==> config.mk <==
export PLATFORM = sky130hd
export DESIGN_NAME = csq_stack
export DESIGN_NICKNAME = d
export VERILOG_FILES = /design/src/rtl/csq_pkg.sv /design/src/rtl/csq_cell.sv /design/src/rtl/csq_stack.sv
export SDC_FILE = /design/constraint.sdc
export NUM_CORES = 2
export LEC_CHECK = 0
export ABC_CLOCK_PERIOD_IN_PS = 5400
export BUFFER_PORTS_ARGS = -buffer_cell sky130_fd_sc_hd__buf_2
export CAP_MARGIN = 40
export CORE_AREA = 2 2 353 704
export CTS_CLUSTER_DIAMETER = 60
export CTS_CLUSTER_SIZE = 20
export DETAILED_ROUTE_END_ITERATION = 7
export DIE_AREA = 0 0 355 706
export GPL_ROUTABILITY_DRIVEN = 0
export GPL_TIMING_DRIVEN = 0
export SYNTH_ARGS = -nofsm -noshare
export SYNTH_HDL_FRONTEND = slang
export SYNTH_HIERARCHICAL = 1
export SYNTH_SLANG_ARGS = --single-unit
==> constraint.sdc <==
create_clock -name clk -period 5.4 [get_ports clk]
set_input_delay 0.54 -clock clk [delete_from_list [all_inputs] [get_ports clk]]
set_output_delay 0.54 -clock clk [all_outputs]
set_load 0.01 [all_outputs]
==> src/rtl/csq_pkg.sv <==
// Package for the cursor sequence store: sizes, request/result types and codes.
// No dependencies; imported by every module of the block.
`default_nettype none

package csq_pkg;

    localparam int DEPTH      = 64;
    localparam int DATA_WIDTH = 32;
    localparam int CNT_W      = $clog2(DEPTH + 1);

    // Opcodes
    localparam logic [2:0] OP_READ    = 3'd0;
    localparam logic [2:0] OP_START   = 3'd1;
    localparam logic [2:0] OP_ADVANCE = 3'd2;
    localparam logic [2:0] OP_INSERT  = 3'd3;
    localparam logic [2:0] OP_ATTACH  = 3'd4;
    localparam logic [2:0] OP_REMOVE  = 3'd5;

    // Status codes
    localparam logic [1:0] ST_OK         = 2'd0;
    localparam logic [1:0] ST_FULL       = 2'd1;
    localparam logic [1:0] ST_NO_CURRENT = 2'd2;

    // Stack commands; LOAD rewrites the top cell only
    typedef logic [1:0] stack_cmd_t;
    localparam stack_cmd_t SCMD_HOLD = 2'd0;
    localparam stack_cmd_t SCMD_PUSH = 2'd1;
    localparam stack_cmd_t SCMD_POP  = 2'd2;
    localparam stack_cmd_t SCMD_LOAD = 2'd3;

    typedef struct packed {
        logic [2:0]            opcode;
        logic [DATA_WIDTH-1:0] entry_value;
    } csq_req_t;

    typedef struct packed {
        logic [DATA_WIDTH-1:0] current_value;
        logic                  has_current;
        logic [CNT_W-1:0]      item_count;
        logic [1:0]            status;
    } csq_rsp_t;

endpackage

`default_nettype wire

==> src/rtl/csq_cell.sv <==
// One storage cell of a stack chain: holds one entry, shifts with its neighbors.
// Depends on csq_pkg.
`default_nettype none

module csq_cell
    import csq_pkg::*;
(
    input  wire logic                  clk,
    input  wire stack_cmd_t            cmd,
    input  wire logic [DATA_WIDTH-1:0] up_in,
    input  wire logic [DATA_WIDTH-1:0] down_in,
    output logic      [DATA_WIDTH-1:0] value
);

    logic [DATA_WIDTH-1:0] value_reg;
    logic [DATA_WIDTH-1:0] value_next;

    always_comb
    begin
        case (cmd)
            SCMD_PUSH: value_next = up_in;
            SCMD_POP:  value_next = down_in;
            default:   value_next = value_reg;
        endcase
    end

    // payload only, no reset
    always_ff @(posedge clk)
    begin
        value_reg <= value_next;
    end

    assign value = value_reg;

endmodule

`default_nettype wire

==> src/rtl/csq_stack.sv <==
// A stack built as a chain of csq_cell; cell 0 is the top.
// Depends on csq_pkg and csq_cell.
`default_nettype none

module csq_stack
    import csq_pkg::*;
(
    input  wire logic                  clk,
    input  wire stack_cmd_t            cmd,
    input  wire logic [DATA_WIDTH-1:0] push_data,
    output logic      [DATA_WIDTH-1:0] top_data
);

    logic [DATA_WIDTH-1:0] cell_val [DEPTH];
    stack_cmd_t            top_cmd;
    stack_cmd_t            body_cmd;

    // LOAD: only the top cell takes the new value
    assign top_cmd  = (cmd == SCMD_LOAD) ? SCMD_PUSH : cmd;
    assign body_cmd = (cmd == SCMD_LOAD) ? SCMD_HOLD : cmd;

    for (genvar i = 0; i < DEPTH; i++)
    begin : g_cell
        logic [DATA_WIDTH-1:0] up_val;
        logic [DATA_WIDTH-1:0] down_val;

        if (i == 0)
        begin : g_top
            assign up_val = push_data;
        end
        else
        begin : g_mid
            assign up_val = cell_val[i-1];
        end

        if (i == DEPTH - 1)
        begin : g_bot
            assign down_val = cell_val[i];
        end
        else
        begin : g_inner
            assign down_val = cell_val[i+1];
        end

        csq_cell u_cell (
            .clk     (clk),
            .cmd     ((i == 0) ? top_cmd : body_cmd),
            .up_in   (up_val),
            .down_in (down_val),
            .value   (cell_val[i])
        );
    end

    assign top_data = cell_val[0];

endmodule

`default_nettype wire

==> impl_metrics.toml <==
[power_and_ir_drop]
power_mw = 37.14
p_leak_nw = 39.92
irDropWorstVdd_uv = 292.7
powerDensity_nw_per_um2 = 346.4

[run]
drv_cap = 0

[floorplanning]
core_um2 = 245000
num_rows = 257
initial_core_util_pct = 39.85
pin_count = 67
die_h_um = 706
chipWidth_um = 355
dieArea_um2 = 250600

[placed_design]
dp_hpwl_mm = 128.9
placed_cells = 7854
port_buffers = 66

[routing]
drtIter0Drc = 2210
drc = 0
wl_mm = 171.0
routed_via_density = 4.686
vias = 38120
first_pass_iters = 5
ant_nets = 0
wl_per_cell_um = 21.02

[cts]
clockBufferDepth = 4
cts_root_buf = "clkbuf_16"
cts.htree.levels = 4
worstSkewPairLatency_ns = 0.80
cts_tree = "done"
cts-buffers-inserted = 151
cts_sinks = 2048
clk_pin_slew_ns = 0.08
cts-resized-gates = 0

[grt]
grt_max_degree = 53
grt_pass1_vias = 43900
antenna_found_initial = 1
track_usage_pct = 13.56
grt_pass1_wl_mm = 269.5
globalRouteOverflowTotal = 0

[timing]
fmax_ghz = 0.4698
fin_worst_skew_ns = 0.02811
hold-worst-slack_ns = 0.5712
setup_viol = 0
slew_violations = 0
tightest_slew_ns = 0.9105
hold_viol_final = 0
slew_headroom_pct = 39.30
fin_crit_sh_pct = 39.42
period_minus_slack_ns = 2.129
rsz0062_at_grt = "no"

[hold_path]
min-delay-start = "push_data[19]"
worstHoldPathCells = 3
worst_hold_path_type = "in -> reg"
hold_path_end = "g_cell[0].u_cell/value[19]$_DFFE_PP_"

[yosys]
ys_seq_elements = 2048
synth_top_area_share_pct = 62.99
synth.largest_area_cell = "edfxtp_1"
postSynthCellCount = 4547
syn-num-nets = 4646
syn_area_um2 = 97630
ys_seq_area_share_pct = 62.99
ys_warn_count = 6
synth_area_per_cell_um2 = 21.47
synth_area_leaders = "edfxtp_1 (63%), mux2_4 (30%), buf_12 (3.9%)"
ys_types = 10

[critical_path]
r2r-start = "g_cell[11].u_cell/value[22]$_DFFE_PP_"
start_kind = "input port"
crit_type = "in -> reg"
reg2reg_to = "g_cell[12].u_cell/value[22]$_DFFE_PP_"
critical_path_required_ns = 5.82
r2r_cells = 1
setup.worst_path.start = "cmd[0]"
critPathArrivalTime_ns = 2.55
path_max_fanout = 37
cp-end-kind = "flop"
rrSetupSlack_ns = 4.42

[finish]
fin_util_pct = 43.75
largest_reg_flops = 2048
fin_cells = 8136
drive_gt1_share_pct = 54.21
fin_nets = 4901
register_area_um2 = 61500
multiInputGateArea_um2 = 31090
syn2layout_area_growth_pct = 9.804
num-fill-cells = 21010

[run_status]
status = "finished clean"
[metrics by stage]
stage          area [um2]  TNS (ns)  worst slack [ns]
2_1_floorplan       97630         0            0.8646
3_3_place_gp       102000  -2057.12           -0.9239
3_5_place_dp       102100         0             2.441
4_1_cts            107200         0             3.349
5_1_grt            107200         0             3.201
6_report           107200         0             3.271
[worst max path at each step]
stage,end,cells past startpoint
floorplan,g_cell[0].u_cell/value[0]$_DFFE_PP_,3
global placement,g_cell[59].u_cell/value[13]$_DFFE_PP_,4
detailed placement,g_cell[60].u_cell/value[17]$_DFFE_PP_,5
CTS,g_cell[60].u_cell/value[17]$_DFFE_PP_,5
global route,g_cell[60].u_cell/value[12]$_DFFE_PP_,5
finish,g_cell[63].u_cell/value[12]$_DFFE_PP_,5
[metal layers]
layer | vias to the layer above | track usage, % | share of wire, %
met1 | 19460 | 12.95 | 34
met2 | 325 | 29.48 | 62
met5 | - | 0 | 0
met4 | 0 | 2.912 | 1.9
met3 | 187 | 1.552 | 2.0
li1 | 18150 | - | -
[synth_stat cells]
cell,n
buf_6,64
edfxtp_1,2048
mux2_4,1920
nor2b_1,1
mux2_2,128
inv_1,128
clkbuf_1,1
buf_12,192
ha_1,64
and2b_2,1
[logic make-up after synthesis]
group | share of synthesized area, %
AND/OR/NAND/NOR | 0.01538
multiplexers | 31.00
buffers and inverters | 5.171
flip-flops | 62.99
adder cells (fa/ha/maj) | 0.8202
[where the power goes]
group          total (mW)  internal (mW)  switching [mW]
Clock                11.6           5.98            5.61
Combinational        4.79           2.96            1.83
Sequential           20.8           19.8           0.926
[cell usage in the layout (no fill, tap or decap), drive strengths merged]
cell type    netlist  routed
and2b              1       1
clkbuf             1     167
dlygate4sd3        0      32
diode              0       1
mux2            2048    2048
edfxtp          2048    2048
inv              128     140
clkinvlp           0       7
ha                64      64
clkinv             0      49
bufinv             0      15
buf              256     326
nor2b              1       1
[final cells by class]
cell class	instances	area share [%]
sequential	2048	57.37
multi-input combinational	2114	29.00
buffer	257	4.261
tap	3237	3.778
clock buffer	166	3.617
clock inverter	83	0.8427
timing repair buffer	102	0.6816
inverter	128	0.4482
antenna	1	0.002334
[critical path: stages]
cell and delay (ns):
buf_2 0.12, nor2b_4 0.60, buf_12 0.28, ha_1 0.27, inv_2 0.65
[timing repair]
item                                   in CTS  in global routing
endpoints found under the hold margin      32                  0
hold buffers                               32                  0
setup buffers                               0                  0
No activity file was read; power rests on OpenSTA's default activity.
